File: config.mk
export PLATFORM = sky130hd
export DESIGN_NAME = led_matrix_frame_buffer_refresh_unit
export DESIGN_NICKNAME = d
export VERILOG_FILES = /design/src/rtl/core/lmfb_pkg.sv /design/src/rtl/core/lmfb_store.sv /design/src/rtl/core/lmfb_word_ser.sv /design/src/rtl/core/led_matrix_frame_buffer_refresh_unit.sv
export SDC_FILE = /design/constraint.sdc
export NUM_CORES = 1
export LEC_CHECK = 0
export ABC_AREA = 1
export BUFFER_PORTS_ARGS = -buffer_cell sky130_fd_sc_hd__buf_2
export CORE_ASPECT_RATIO = 1.2
export CORE_MARGIN = 4
export CORE_UTILIZATION = 35
export CTS_CLUSTER_DIAMETER = 60
export DETAILED_ROUTE_END_ITERATION = 16
export PLACE_DENSITY = 0.6
export RECOVER_POWER = 100
export SYNTH_ARGS = -nofsm -noshare
export SYNTH_HDL_FRONTEND = slang
export SYNTH_SLANG_ARGS = --single-unit
File: constraint.sdc
create_clock -name clk_i -period 3.1 [get_ports clk_i]
set_input_delay 0.31 -clock clk_i [delete_from_list [all_inputs] [get_ports clk_i]]
set_output_delay 0.31 -clock clk_i [all_outputs]
set_load 0.01 [all_outputs]
File: src/rtl/core/lmfb_pkg.sv
// Shared types and constants for the LED matrix frame buffer and refresh unit.
package lmfb_pkg;

  localparam int unsigned STORE_DEPTH = 32;
  localparam int unsigned STORE_AW    = 5;
  localparam int unsigned WORD_W      = 16;
  localparam int unsigned DIGIT_W     = 4;
  localparam int unsigned DIGITS      = WORD_W / DIGIT_W;

  // driver register addresses
  localparam logic [7:0] REG_DECODE    = 8'h09;
  localparam logic [7:0] REG_INTENSITY = 8'h0A;
  localparam logic [7:0] REG_SCANLIMIT = 8'h0B;
  localparam logic [7:0] REG_SHUTDOWN  = 8'h0C;
  localparam logic [7:0] REG_TEST      = 8'h0F;

  localparam logic [3:0] INIT_LAST_FRAME = 4'd4;
  localparam logic [7:0] PIXEL_MSB       = 8'h80;
  localparam logic [7:0] FILL_ON         = 8'hFF;

  typedef enum logic [2:0] {
    OP_SET_PIXEL  = 3'd0,
    OP_GET_PIXEL  = 3'd1,
    OP_WRITE_BYTE = 3'd2,
    OP_READ_BYTE  = 3'd3,
    OP_FILL       = 3'd4,
    OP_REFRESH    = 3'd5,
    OP_INIT       = 3'd6
  } op_e;

  typedef enum logic [2:0] {
    S_IDLE,
    S_LOOKUP,
    S_USE,
    S_WREAD,
    S_WLOAD,
    S_WSER,
    S_WOUT
  } state_e;

  typedef struct packed {
    logic                rd_en;
    logic                wr_en;
    logic                fill;
    logic [STORE_AW-1:0] addr;
    logic [7:0]          wdata;
    logic [7:0]          fill_val;
  } store_req_t;

  // Startup word for each initialise frame.
  function automatic logic [WORD_W-1:0] init_word(input logic [3:0] frame);
    logic [WORD_W-1:0] w;
    unique case (frame)
      4'd0:    w = {REG_DECODE, 8'h00};
      4'd1:    w = {REG_INTENSITY, 8'h00};
      4'd2:    w = {REG_SCANLIMIT, 8'h07};
      4'd3:    w = {REG_SHUTDOWN, 8'h01};
      default: w = {REG_TEST, 8'h00};
    endcase
    return w;
  endfunction

endpackage

File: src/rtl/core/lmfb_store.sv
// Frame store: 32 row bytes, per-entry valid bits, fill by clearing all valid bits.
module lmfb_store (
  input  logic               clk_i,
  input  logic               rst_ni,
  input  lmfb_pkg::store_req_t req_i,
  output logic [7:0]         rd_data_o
);
  import lmfb_pkg::*;

  logic [7:0]             mem_q [STORE_DEPTH];
  logic [STORE_DEPTH-1:0] valid_q;
  logic [7:0]             fill_val_q;
  logic [7:0]             rd_data_q;

  always_ff @(posedge clk_i) begin
    if (req_i.wr_en) begin
      mem_q[req_i.addr] <= req_i.wdata;
    end
  end

  // invalid entries read as the last fill value (0 after reset)
  always_ff @(posedge clk_i or negedge rst_ni) begin
    if (!rst_ni) begin
      valid_q    <= '0;
      fill_val_q <= '0;
    end else if (req_i.fill) begin
      valid_q    <= '0;
      fill_val_q <= req_i.fill_val;
    end else if (req_i.wr_en) begin
      valid_q[req_i.addr] <= 1'b1;
    end
  end

  always_ff @(posedge clk_i) begin
    if (req_i.rd_en) begin
      rd_data_q <= valid_q[req_i.addr] ? mem_q[req_i.addr] : fill_val_q;
    end
  end

  assign rd_data_o = rd_data_q;

endmodule

File: src/rtl/core/lmfb_word_ser.sv
// Nibble-serial word builder: streams a driver word MSB digit first.
module lmfb_word_ser (
  input  logic                        clk_i,
  input  logic                        rst_ni,
  input  logic                        start_i,
  input  logic [lmfb_pkg::WORD_W-1:0] word_i,
  output logic                        busy_o,
  output logic [lmfb_pkg::WORD_W-1:0] word_o
);
  import lmfb_pkg::*;

  localparam int unsigned CW = $clog2(DIGITS);

  logic [WORD_W-1:0] src_q, dst_q;
  logic [CW-1:0]     cnt_q;
  logic              busy_q;

  always_ff @(posedge clk_i or negedge rst_ni) begin
    if (!rst_ni) begin
      busy_q <= 1'b0;
      cnt_q  <= '0;
    end else if (start_i) begin
      busy_q <= 1'b1;
      cnt_q  <= '0;
    end else if (busy_q) begin
      cnt_q <= cnt_q + 1'b1;
      if (cnt_q == CW'(DIGITS - 1)) begin
        busy_q <= 1'b0;
      end
    end
  end

  always_ff @(posedge clk_i) begin
    if (start_i) begin
      src_q <= word_i;
    end else if (busy_q) begin
      src_q <= {src_q[WORD_W-DIGIT_W-1:0], {DIGIT_W{1'b0}}};
      dst_q <= {dst_q[WORD_W-DIGIT_W-1:0], src_q[WORD_W-1 -: DIGIT_W]};
    end
  end

  assign busy_o = busy_q;
  assign word_o = dst_q;

endmodule

File: src/rtl/core/led_matrix_frame_buffer_refresh_unit.sv
// Top level: host operations on the frame store and chain word sequencer.
// Write byte / fill update the store from the lookup state; set pixel reads there
// and writes back from the use state; get pixel and read byte read there and load
// the output register from the use state, waiting while the output stalls.
// Refresh / initialise: per chain word a read state, a load state, the nibble
// shifts of the word builder and a handoff, waiting while the output stalls;
// NUM_DEVICES*(ROW_COUNT+1) or 5*NUM_DEVICES words. Items are taken only in idle,
// so one item is in flight at a time.
// Reset: store reads dark, intensity register 0, output empty; no sweep.
module led_matrix_frame_buffer_refresh_unit #(
  parameter int NUM_DEVICES = 4,  // 1..4
  parameter int ROW_COUNT   = 8   // 1..8
) (
  input  logic        clk_i,
  input  logic        rst_ni,
  // host item stream
  input  logic        s_axis_tvalid,
  output logic        s_axis_tready,
  input  logic [15:0] s_axis_tdata,   // row[2:0], column[7:3], value[15:8]
  input  logic [2:0]  s_axis_tuser,   // operation[2:0]
  // result stream
  output logic        m_axis_tvalid,
  input  logic        m_axis_tready,
  output logic [23:0] m_axis_tdata,   // word[15:0], read_data[23:16]
  output logic [0:0]  m_axis_tuser,   // latch[0]
  output logic        m_axis_tlast,   // last result of the item
  // intensity_per_device write channel
  input  logic        cfg_valid_i,
  output logic        cfg_ready_o,
  input  logic [15:0] cfg_data_i
);
  import lmfb_pkg::*;

  localparam logic [1:0] DEV_MASK = 2'(NUM_DEVICES - 1);
  localparam logic [2:0] ROW_MASK = 3'(ROW_COUNT - 1);
  localparam logic [3:0] REF_LAST_FRAME = 4'(ROW_COUNT);

  state_e state_q, state_d;

  // captured item
  op_e        op_q;
  logic [2:0] row_q;
  logic [4:0] col_q;
  logic [7:0] val_q;

  // word sequencing
  logic [3:0]    frame_q, frame_d;
  logic [1:0]    dev_q, dev_d;
  logic [STORE_AW-1:0] raddr_q, raddr_d;
  logic [15:0]   intens_q;
  logic [15:0]   intens_sh_q, intens_sh_d;

  // output register
  logic        out_valid_q, out_valid_d;
  logic [15:0] out_word_q, out_word_d;
  logic [7:0]  out_rd_q, out_rd_d;
  logic        out_latch_q, out_latch_d;
  logic        out_last_q, out_last_d;
  logic        out_free;

  store_req_t  req;
  logic [7:0]  rd_data;
  logic        ser_start, ser_busy;
  logic [15:0] ser_in, ser_word;

  logic [1:0]          pdev, bdev;
  logic [STORE_AW-1:0] pix_slot, byte_slot;
  logic [7:0]          pix_mask;
  logic                in_acc, is_ref, dev_last, frame_final;

  assign s_axis_tready = (state_q == S_IDLE);
  assign in_acc        = s_axis_tvalid && s_axis_tready;
  assign cfg_ready_o   = 1'b1;
  assign out_free      = !out_valid_q || m_axis_tready;

  // address decode; row*N + dev stays below the store depth
  assign pdev      = col_q[4:3] & DEV_MASK;
  assign bdev      = col_q[1:0] & DEV_MASK;
  assign pix_slot  = STORE_AW'(32'(row_q) * NUM_DEVICES + 32'(pdev));
  assign byte_slot = STORE_AW'(32'(row_q) * NUM_DEVICES + 32'(bdev));
  assign pix_mask  = PIXEL_MSB >> col_q[2:0];

  assign is_ref      = (op_q == OP_REFRESH);
  assign dev_last    = (dev_q == DEV_MASK) || (dev_q == 2'(NUM_DEVICES - 1));
  assign frame_final = is_ref ? (frame_q == REF_LAST_FRAME) : (frame_q == INIT_LAST_FRAME);

  lmfb_store u_store (
    .clk_i,
    .rst_ni,
    .req_i     (req),
    .rd_data_o (rd_data)
  );

  lmfb_word_ser u_ser (
    .clk_i,
    .rst_ni,
    .start_i (ser_start),
    .word_i  (ser_in),
    .busy_o  (ser_busy),
    .word_o  (ser_word)
  );

  // item capture and intensity register
  always_ff @(posedge clk_i) begin
    if (in_acc) begin
      op_q  <= op_e'(s_axis_tuser);
      row_q <= s_axis_tdata[2:0] & ROW_MASK;
      col_q <= s_axis_tdata[7:3];
      val_q <= s_axis_tdata[15:8];
    end
  end

  always_ff @(posedge clk_i or negedge rst_ni) begin
    if (!rst_ni) begin
      intens_q <= '0;
    end else if (cfg_valid_i && cfg_ready_o) begin
      intens_q <= cfg_data_i;
    end
  end

  always_ff @(posedge clk_i or negedge rst_ni) begin
    if (!rst_ni) begin
      state_q     <= S_IDLE;
      out_valid_q <= 1'b0;
      frame_q     <= '0;
      dev_q       <= '0;
      raddr_q     <= '0;
    end else begin
      state_q     <= state_d;
      out_valid_q <= out_valid_d;
      frame_q     <= frame_d;
      dev_q       <= dev_d;
      raddr_q     <= raddr_d;
    end
  end

  always_ff @(posedge clk_i) begin
    intens_sh_q <= intens_sh_d;
    out_word_q  <= out_word_d;
    out_rd_q    <= out_rd_d;
    out_latch_q <= out_latch_d;
    out_last_q  <= out_last_d;
  end

  always_comb begin
    state_d     = state_q;
    frame_d     = frame_q;
    dev_d       = dev_q;
    raddr_d     = raddr_q;
    intens_sh_d = intens_sh_q;
    out_valid_d = out_valid_q && !m_axis_tready;
    out_word_d  = out_word_q;
    out_rd_d    = out_rd_q;
    out_latch_d = out_latch_q;
    out_last_d  = out_last_q;
    req         = '0;
    ser_start   = 1'b0;
    ser_in      = '0;

    unique case (state_q)
      S_IDLE: begin
        if (in_acc) begin
          frame_d     = '0;
          dev_d       = '0;
          raddr_d     = '0;
          intens_sh_d = intens_q;
          state_d     = S_LOOKUP;
        end
      end

      S_LOOKUP: begin
        state_d = S_IDLE;
        unique case (op_q)
          OP_SET_PIXEL, OP_GET_PIXEL: begin
            req.rd_en = 1'b1;
            req.addr  = pix_slot;
            state_d   = S_USE;
          end
          OP_READ_BYTE: begin
            req.rd_en = 1'b1;
            req.addr  = byte_slot;
            state_d   = S_USE;
          end
          OP_WRITE_BYTE: begin
            req.wr_en = 1'b1;
            req.addr  = byte_slot;
            req.wdata = val_q;
          end
          OP_FILL: begin
            req.fill     = 1'b1;
            req.fill_val = (val_q != 8'd0) ? FILL_ON : 8'd0;
          end
          OP_REFRESH, OP_INIT: state_d = S_WREAD;
          default: state_d = S_IDLE;  // unused code: no effect
        endcase
      end

      // read data of the lookup is now in the store's output register
      S_USE: begin
        if (op_q == OP_SET_PIXEL) begin
          req.wr_en = 1'b1;
          req.addr  = pix_slot;
          req.wdata = (val_q != 8'd0) ? (rd_data | pix_mask) : (rd_data & ~pix_mask);
          state_d   = S_IDLE;
        end else if (out_free) begin
          out_valid_d = 1'b1;
          out_word_d  = '0;
          out_latch_d = 1'b0;
          out_last_d  = 1'b1;
          out_rd_d    = (op_q == OP_GET_PIXEL) ? {7'd0, |(rd_data & pix_mask)} : rd_data;
          state_d     = S_IDLE;
        end
      end

      S_WREAD: begin
        req.rd_en = is_ref && (frame_q != 4'd0);
        req.addr  = raddr_q;
        state_d   = S_WLOAD;
      end

      S_WLOAD: begin
        ser_start = 1'b1;
        if (!is_ref) begin
          ser_in = init_word(frame_q);
        end else if (frame_q == 4'd0) begin
          ser_in = {REG_INTENSITY, 4'd0, intens_sh_q[3:0]};
        end else begin
          ser_in = {4'd0, frame_q, rd_data};
        end
        state_d = S_WSER;
      end

      S_WSER: begin
        if (!ser_busy) begin
          state_d = S_WOUT;
        end
      end

      S_WOUT: begin
        if (out_free) begin
          out_valid_d = 1'b1;
          out_word_d  = ser_word;
          out_rd_d    = '0;
          out_latch_d = dev_last;
          out_last_d  = dev_last && frame_final;
          if (is_ref && frame_q == 4'd0) begin
            intens_sh_d = {4'd0, intens_sh_q[15:4]};
          end
          if (is_ref && frame_q != 4'd0) begin
            raddr_d = raddr_q + 1'b1;
          end
          if (dev_last) begin
            dev_d   = '0;
            frame_d = frame_q + 1'b1;
            state_d = frame_final ? S_IDLE : S_WREAD;
          end else begin
            dev_d   = dev_q + 1'b1;
            state_d = S_WREAD;
          end
        end
      end

      default: state_d = S_IDLE;
    endcase
  end

  assign m_axis_tvalid = out_valid_q;
  assign m_axis_tdata  = {out_rd_q, out_word_q};
  assign m_axis_tuser  = out_latch_q;
  assign m_axis_tlast  = out_last_q;

  // Word builder runs only while the sequencer waits on it.
  a_ser_in_wser: assert property (@(posedge clk_i) disable iff (!rst_ni)
    ser_busy |-> (state_q == S_WSER))
    else $error("word builder busy outside its wait state");

  // The store never sees a read and a write in the same cycle.
  a_store_excl: assert property (@(posedge clk_i) disable iff (!rst_ni)
    !(req.rd_en && req.wr_en))
    else $error("store read and write collide");

  // A frame-ending word never carries read data.
  a_latch_word: assert property (@(posedge clk_i) disable iff (!rst_ni)
    (m_axis_tvalid && m_axis_tuser[0]) |-> (m_axis_tdata[23:16] == 8'd0))
    else $error("latch set on a read result");

endmodule
# After elaboration in Yosys (flattened, before gate mapping)
# Memories as Yosys holds them, arrays and structs flattened.
# Index checks and enable logic that the tools add are counted.
[classes] addsub=6 magnitude_cmp=2 n_eq_ne=28 n_shift=1 mux=83 bitwise_logic=6 reduce_logical=30
[ops] op="two-way mux 16 bit" n=10
[ops] op="two-way mux 8 bit" n=10
[ops] op="two-way mux 32 bit" n=2
[ops] op="case mux 16 bit (2 select lines)" n=2
[ops] op="case mux 11 bit (4 select lines)" n=1
[ops] op="OR 32 bit" n=1
[ops] op="case mux 8 bit (2 select lines)" n=2
[ops] op="two-way mux 1 bit" n=22
[ops] op="case mux 3 bit (7 select lines)" n=1
[ops] op="case mux 5 bit (2 select lines)" n=2
[ops] op="AND reduction 4 bit" n=5
[ops] op="== test 3 bit, second input constant" n=6
[ops] op="AND 8 bit" n=2
[ops] op="two-way mux 3 bit" n=5
[ops] op="two-way mux 5 bit" n=3
[ops] op="case mux 5 bit (3 select lines)" n=1
[ops] op="two-way mux 2 bit" n=7
[ops] op="inequality test 2 bit, second input constant" n=7
[ops] op="two-way mux 13 bit" n=1
[ops] op="== test 3 x 2 -> 1 bit, second input constant" n=4
[ops] op="two-way mux 12 bit" n=1
[ops] op="two-way mux 4 bit" n=3
[ops] op="adder 5 x 2 -> 5 bit" n=2
[ops] op="case mux 1 bit (2 select lines)" n=5
[ops] op="other kinds (34)" n=51
[totals] register_bits=175 mem_bits_rw=256 input_bits=40 out_inout_bits=29 elab_cells=179 mem_count=1
[memory_table] memory="u_store.mem_q" words=32 width=8 rd=1 rd_clocked_by_memory_dff=0 wr=1 line="lmfb_store.sv:10" source="logic [7:0] mem_q [STORE_DEPTH];"

# Depth between registers and ports, before layout
# Gate-level depths: netlist of the first run.
[logic_depth] depth_word=13 ltp_mapped=18 depth_no_buf=17

# Cells and area by module
# Synthesis of the first run repeated with hierarchy kept, for this count alone.
[hier_totals] cells_unflattened=1886 area_unflattened_um2=18712.9
[modules_own_cells] mod="lmfb_store" instances=1 cells_per_inst=1296 area_per_inst_um2=12934.9 seq_area_each_um2=8928.6
[modules_own_cells] mod="led_matrix_frame_buffer_refresh_unit" instances=1 cells_per_inst=494 area_per_inst_um2=4475.5 seq_area_each_um2=2607.5
[modules_own_cells] mod="lmfb_word_ser" instances=1 cells_per_inst=96 area_per_inst_um2=1302.5 seq_area_each_um2=1036.0

# Least setup slack after synthesis of the first run
# Ideal clock, no wire load.
[synth_timing] path_type="register -> register" startpoint="register op_q[2]" endpoint="memory u_store.mem_q[0][3] (data pin)" setup_time_ns=0.454 t_arrival_ns=2.386 required_time_ns=2.646 slack_ns=0.260 stages_incl_launch_ff=8 path_buffers=0 period_less_slack_ns=2.840 cell_sequence="edfxtp_1 inv_2 nand2_2 nor2_4 nand2_4 inv_1 o21ai_0 o21ai_0"
[synth_lines] element="start, declared" line="led_matrix_frame_buffer_refresh_unit.sv:41" source="op_e op_q;"
[synth_lines] element="start signal, assigned" line="led_matrix_frame_buffer_refresh_unit.sv:106" source="op_q <= op_e'(s_axis_tuser);"
[synth_lines] element="end, declared" line="lmfb_store.sv:10"

# Final worst setup path of the first run
[layout_timing] startpoint="register op_q[2]" endpoint="memory u_store.mem_q[1][2], enable pin"
[layout_via] elab_chain_len=5 elab_cells_between_ends=14 classes_between="3 x eq/ne; 8 x mux; 3 x reduce/logical"
[layout_rtl] element="== test 3 x 2 -> 1 bit / zero test 3 bit (equally long branches)" line="led_matrix_frame_buffer_refresh_unit.sv:173, led_matrix_frame_buffer_refresh_unit.sv:200"
[layout_rtl] element="two-way mux 1 bit (on tied branches)" line="led_matrix_frame_buffer_refresh_unit.sv:173, led_matrix_frame_buffer_refresh_unit.sv:200"
[layout_rtl] element="case mux 1 bit (2 select lines)" line="led_matrix_frame_buffer_refresh_unit.sv:160" source="unique case (state_q)"
[layout_rtl] element="two-way mux 1 bit" line="lmfb_store.sv:16" source="if (req_i.wr_en) begin"
[layout_rtl] element="two-way mux 1 bit (not written as such)" line="lmfb_store.sv:17" source="mem_q[req_i.addr] <= req_i.wdata;"
# Several ways; a longest one is shown, not always the timed one.

==> results.toml, run 1 <==
[run_status]
outcome = "finished with violations"
violations = "capacitance limit, slew limit"

[clocking]
clk_latency_ns = 0.58
post_cts_buffers = 0
cts_sinks = 424
cts_buffers = 44
tritoncts = "done"
cts_root_buf = "clkbuf_16"
clk_pin_slew_ns = 0.06
clockBufferDepth = 3
htreeDepth = 2

[power_and_ir_drop]
p_sw_mw = 5.142
power_frac_comb = 0.224
p_clk_frac = 0.322
ir_drop_v = 0.0004226
switching_share = 0.3160
leakage_nw = 8.982
p_seq_frac = 0.455
p_int_mw = 11.13
p_per_area_nw_per_um2 = 748.3

[logic_synthesis]
yosysTopAreaCell = "edfxtp_1"
ys_ff_latch = 424
async_flop_share = 0.1580
netlist_area_um2 = 18740
synth-edff-count = 357
yosysTopAreaCellShare = 0.5719
netlist_top_cells_area = "edfxtp_1 57%, nand2_1 14%, dfrtp_1 8.9%"
syn_nets = 1895
ys_warn_count = 0
ys.flop_type = "edfxtp_1"
syn_area_per_cell_um2 = 10.14
yosysUniqueCellTypes = 47
syn_inst = 1848
synth.yosys.seq_area_share = 0.6614

[setup_path]
crit_fanout = 46
worstPathArrival_ns = 3.02
endpoint_kind = "register"
worstSetupStartpointType = "register"
reg2regPathDepth = 11
crit_type = "register to register"
crit_required_ns = 3.31

[run]
drv_cap = 1

[placement]
io_buffers = 67
gp_congestion = 0.8921
place_inst = 2607
postPlaceCellArea_um2 = 20090
dpl.hpwl_um = 30840

[drt]
drt_pass1_iterations = 5
viasPerCell = 4.878
totalWireLength_um = 48550
drtIter0Drc = 1109
ant_nets = 0
wire_per_inst_um = 17.80
vias = 13302
drc = 0

[cells_and_area]
layout.cells.non_filler = 2727
final_cell_area_um2 = 21750
multi_input_area_um2 = 5364
nets = 2032
final_cell_mix = "710 x nand2_1, 357 x edfxtp_1, 168 x nor2_1"
final_common_cell = "nand2_1"
area_growth_pct = 16.01
post-route-util = 0.4125
seqCellArea_um2 = 12400
drive_above_1_share = 0.1069
fill_cells = 5176

[grt]
use_met3 = 0.02832
gr-total-overflow = 0
track_usage = 0.1683
grt_pass1_wl_um = 74930
grt_use_met1 = 0.2134
grt_max_degree = 99
grtUsageMet2 = 0.2875
gr-max-usage-layer = "met2"
antenna_found_initial = 2
grt_pass1_vias = 13210

[hold_path]
hold_class = "input port to register"
hold-path-cell-count = 3

[die]
dieArea_um2 = 57340
start_util = 0.3555
core-area_um2 = 52720
row_count = 92
die_x_um = 219.3
die_h_um = 261.5
io_pins = 69

[timing]
period_needed_ns = 2.814
fin_skew_ns = 0.01975
rsz0062_at_grt = "false"
setup_tns_ns = 0
hold_viol_final = 0
worst_pin_slew_ns = 2.054
slew_viol_final = 68
relSlewSlack = -0.3695
min_period_over_period = 0.9078
setup_viol = 0
fmax_ghz = 0.3554
worst max-delay path, cell delays in order (launching register included):
cell,delay (ns)
edfxtp_1,0.48
inv_1,0.15
nand2_1,0.17
nor2_4,0.06
nand2_4,0.11
nor2_1,0.05
nor2_1,0.11
nand2_2,0.10
inv_1,0.12
buf_12,0.27
nand3_4,0.26
nor2_2,0.53
metrics by stage:
step                      power (mW)  setup WS [ns]  hold slack (ns)
after global placement         11.13         0.5123           0.4074
after detailed placement       11.20         0.4316           0.4146
after CTS                      16.48         0.4054           0.1916
final                          16.27         0.2859           0.2198
after global routing           17.13         0.1181           0.2382
after floorplan                9.955         0.2600          0.01441
power by group through the flow:
stage	combinational [mW]	clock (mW)	sequential (mW)
2_1_floorplan	2.56	0	7.39
3_3_place_gp	3.64	0	7.48
3_5_place_dp	3.69	0	7.51
4_1_cts	3.74	5.34	7.39
5_1_grt	4.09	5.59	7.45
6_report	3.64	5.23	7.40
layer usage:
metal,part of all wire,routed length (um)
met2,0.49,23760
met4,0.038,1836
met1,0.42,20230
met5,0,0
met3,0.056,2732
repair_timing:
action / in CTS / in global routing
gates resized for setup: 0 / 0
endpoints found under the hold margin: 103 / 0
hold buffers: 37 / 0
sequential cells by signal, indices dropped and copies added (netlist names), 16 cells and up:
signal           cells
u_ser.word_o        16
intens_sh_q         16
u_store.mem_q      256
out_word_q          16
u_store.valid_q     32
intens_q            16
u_ser.src_q         16
final cells by class:
class | count | share of cell area
Antenna cell | 1 | 0.0001151
Clock buffer | 61 | 0.05731
Clock inverter | 21 | 0.008688
Inverter | 130 | 0.02267
Multi-Input combinational cell | 1214 | 0.2467
Sequential cell | 424 | 0.5701
Tap cell | 705 | 0.04056
Timing Repair Buffer | 171 | 0.05391
cell usage after synthesis, types with 6 or more instances:
cell type    n
nand2_1    710
nor2_2       7
nand3_1    164
buf_2       37
nor3_1      10
nor4_1       6
buf_6       13
nor2_4      11
ha_1         7
a21oi_1     14
buf_4       15
edfxtp_1   357
nand3b_1     9
inv_1      118
dfrtp_1     67
nor2_1     168
o21ai_0     57
inv_2       10
clkbuf_1    15
worst paths after layout:
path	startpoint	end	slack (ns)
hold reg to reg	u_ser.src_q[12]$_SDFFCE_PP0P_	u_ser.word_o[0]$_DFFE_PP_	0.43
hold / removal	cfg_valid_i	intens_q[9]$_DFFE_PN0P_	0.22
setup reg to reg	op_q[2]$_DFFE_PP_	u_store.mem_q[1][2]$_DFFE_PP_	0.29
max in group asynchronous	rst_ni	u_store.valid_q[6]$_DFFE_PN0P_	1.00
setup / recovery	op_q[2]$_DFFE_PP_	u_store.mem_q[1][2]$_DFFE_PP_	0.29
min in group asynchronous	rst_ni	u_ser.cnt_q[0]$_DFFE_PN0P_	0.87
logic make-up (layout without fill, tap and decap cells):
logic type | count (synthesis) | in the layout | share of synthesized area
AO/OA/AOI/OAI | 97 | 97 | 0.03044
adder cells (fa/ha/maj) | 7 | 7 | 0.004672
buffers and inverters | 210 | 383 | 0.05300
flip-flops | 424 | 424 | 0.6614
multiplexers | 4 | 4 | 0.002403
other | 1 | 2 | 0.0002001
AND/OR/NAND/NOR | 1105 | 1105 | 0.2479
(Power assumes the default switching activity.)
==> run 2, diff against run 1 <==
--- a/config.mk
+++ b/config.mk
@@ -13,7 +13,7 @@
 export CTS_CLUSTER_DIAMETER = 60
 export DETAILED_ROUTE_END_ITERATION = 16
 export PLACE_DENSITY = 0.6
-export RECOVER_POWER = 100
+export RECOVER_POWER = 25
 export SYNTH_ARGS = -nofsm -noshare
 export SYNTH_HDL_FRONTEND = slang
 export SYNTH_SLANG_ARGS = --single-unit
==> run 2 against run 1 <==
Effect of this change:
- sequential share of layout area down 0.23 points
- worst hold slack got worse by 0.00077 ns
- core utilization is 0.17 points higher
- routed wire length down 0.28%
- total power rose by 0.22%
- count of clock-buffer cells in the layout is the same
- fmax increased by 3.3%
- the run still ends with capacitance limit, slew limit left
- largest power group unchanged
==> results.toml, run 2 (same netlist as run 1, synthesis figures left out) <==
[setup_path]
crit_top_cell = "inv_1"
slowest_delay_ns = 0.52
slowest_stage = "nor2_2"
endpoint_kind = "register"
crit_type = "register to register"
crit_chain = "inv_1 -> nand2_2 -> nor2_4 -> nand2_4 -> inv_1 -> nor2_1 -> inv_1 -> nand4_4 -> nor2_2"
crit_required_ns = 3.30
worstSetupStartpointType = "register"
worstPathArrival_ns = 2.93
crit_fanout = 9

[timing]
rsz0062_at_grt = "false"
hold_viol_final = 0
relSlewSlack = -0.3481
setup_tns_ns = 0
setup_viol = 0
worst_pin_slew_ns = 2.022
period_needed_ns = 2.724
fin_skew_ns = 0.01813
min_period_over_period = 0.8786
fmax_ghz = 0.3671
slew_viol_final = 68

[clocking]
tritoncts = "done"
clk_pin_slew_ns = 0.06
clk_latency_ns = 0.58
cts-resized-gates = 0
cts_root_buf = "clkbuf_16"
cts_sinks = 424
cts_buffers = 44
clockBufferDepth = 3
cts_hold_buf = 37
htreeDepth = 2
post_cts_buffers = 0

[drt]
drt_pass1_iterations = 7
vias = 13289
ant_nets = 0
drc = 0
wire_per_inst_um = 17.76
totalWireLength_um = 48420
drtIter0Drc = 1097
viasPerCell = 4.875

[grt]
track_usage = 0.1683
grt_pass1_wl_um = 74930
grt_max_degree = 99
grt_pass1_vias = 13210
gr-total-overflow = 0
antenna_found_initial = 2

[die]
die_x_um = 219.3
io_pins = 69
dieArea_um2 = 57340
row_count = 92
start_util = 0.3555
die_h_um = 261.5
core-area_um2 = 52720

[cells_and_area]
drive_above_1_share = 0.1118
final_cell_mix = "708 x nand2_1, 357 x edfxtp_1, 167 x nor2_1"
largest-register = "u_store.mem_q"
nets = 2032
antenna_cells = 0
area_growth_pct = 16.49
top_regs = "u_store.mem_q: 256 flops, u_store.valid_q: 32 flops"
largest_reg_flops = 256
post-route-util = 0.4142
final_common_cell = "nand2_1"

[hold_path]
hold_class = "input port to register"

[power_and_ir_drop]
p_int_mw = 11.15
power_frac_comb = 0.226
p_seq_frac = 0.453
ir_drop_v = 0.0004156
p_per_area_nw_per_um2 = 746.9
switching_share = 0.3160
p_sw_mw = 5.154
leakage_nw = 9.019
p_clk_frac = 0.321

[placement]
gp_congestion = 0.8921
dpl.hpwl_um = 30840
io_buffers = 67

[run]
drv_cap = 1

[run_status]
outcome = "finished with violations"
violations = "capacitance limit, slew limit"
[run 2: critical path: cells and delay by family (launching register included)]
family	cells	cell delay, ns
AND/OR/NAND/NOR	6	1.27
buffers and inverters	3	0.59
flip-flops	1	0.50
[run 2: area by class of cell]
cell class              count  area [um2]
flip-flops and latches    424       12400
inverters                 130       493.0
well taps                 705       882.1
repair buffers            171        1247
clock buffers              61        1246
multi-input cells        1214        5380
clock inverters            21       188.9
fillers                  5153       30890
[run 2: stage by stage]
step	setup WS, ns	power, mW	cells	hold WS (ns)	area, um2
CTS	0.4054	16.48	2726	0.1916	21890
global placement	0.5123	11.13	2607	0.4074	20090
global route	0.1968	17.16	2726	0.2382	21830
floorplan	0.2600	9.955	1848	0.01441	18740
finish	0.3762	16.31	2726	0.2190	21830
detailed placement	0.4316	11.20	2607	0.4146	20090
[run 2: final timing paths]
| path | from | endpoint | slack (ns) | depth (start not counted) |
|---|---|---|---|---|
| worst max-delay path | op_q[2]$_DFFE_PP_ | u_store.mem_q[2][3]$_DFFE_PP_ | 0.38 | 9 |
| worst max register to register | op_q[2]$_DFFE_PP_ | u_store.mem_q[2][3]$_DFFE_PP_ | 0.38 | 9 |
| min in group asynchronous | rst_ni | u_ser.cnt_q[0]$_DFFE_PN0P_ | 0.86 | 2 |
| max in group asynchronous | rst_ni | u_store.valid_q[6]$_DFFE_PN0P_ | 1.04 | 2 |
| worst min register to register | u_ser.src_q[14]$_SDFFCE_PP0P_ | u_ser.word_o[2]$_DFFE_PP_ | 0.43 | 0 |
| worst min-delay path | cfg_valid_i | intens_q[9]$_DFFE_PN0P_ | 0.22 | 3 |
[run 2: routing by layer]
layer | wire length (um) | vias to the layer above | GRT usage
met5 | 0 | - | 0
met4 | 1912 | 0 | 0.06760
met3 | 2731 | 99 | 0.02832
met2 | 23760 | 390 | 0.2875
met1 | 20010 | 6419 | 0.2134
li1 | - | 6381 | -
[run 2: power by group through the flow]
stage               registers, mW  logic, mW  clock network (mW)
floorplan                    7.39       2.56                   0
global placement             7.48       3.64                   0
detailed placement           7.51       3.69                   0
CTS                          7.39       3.74                5.34
global route                 7.44       4.14                5.59
finish                       7.39       3.68                5.23
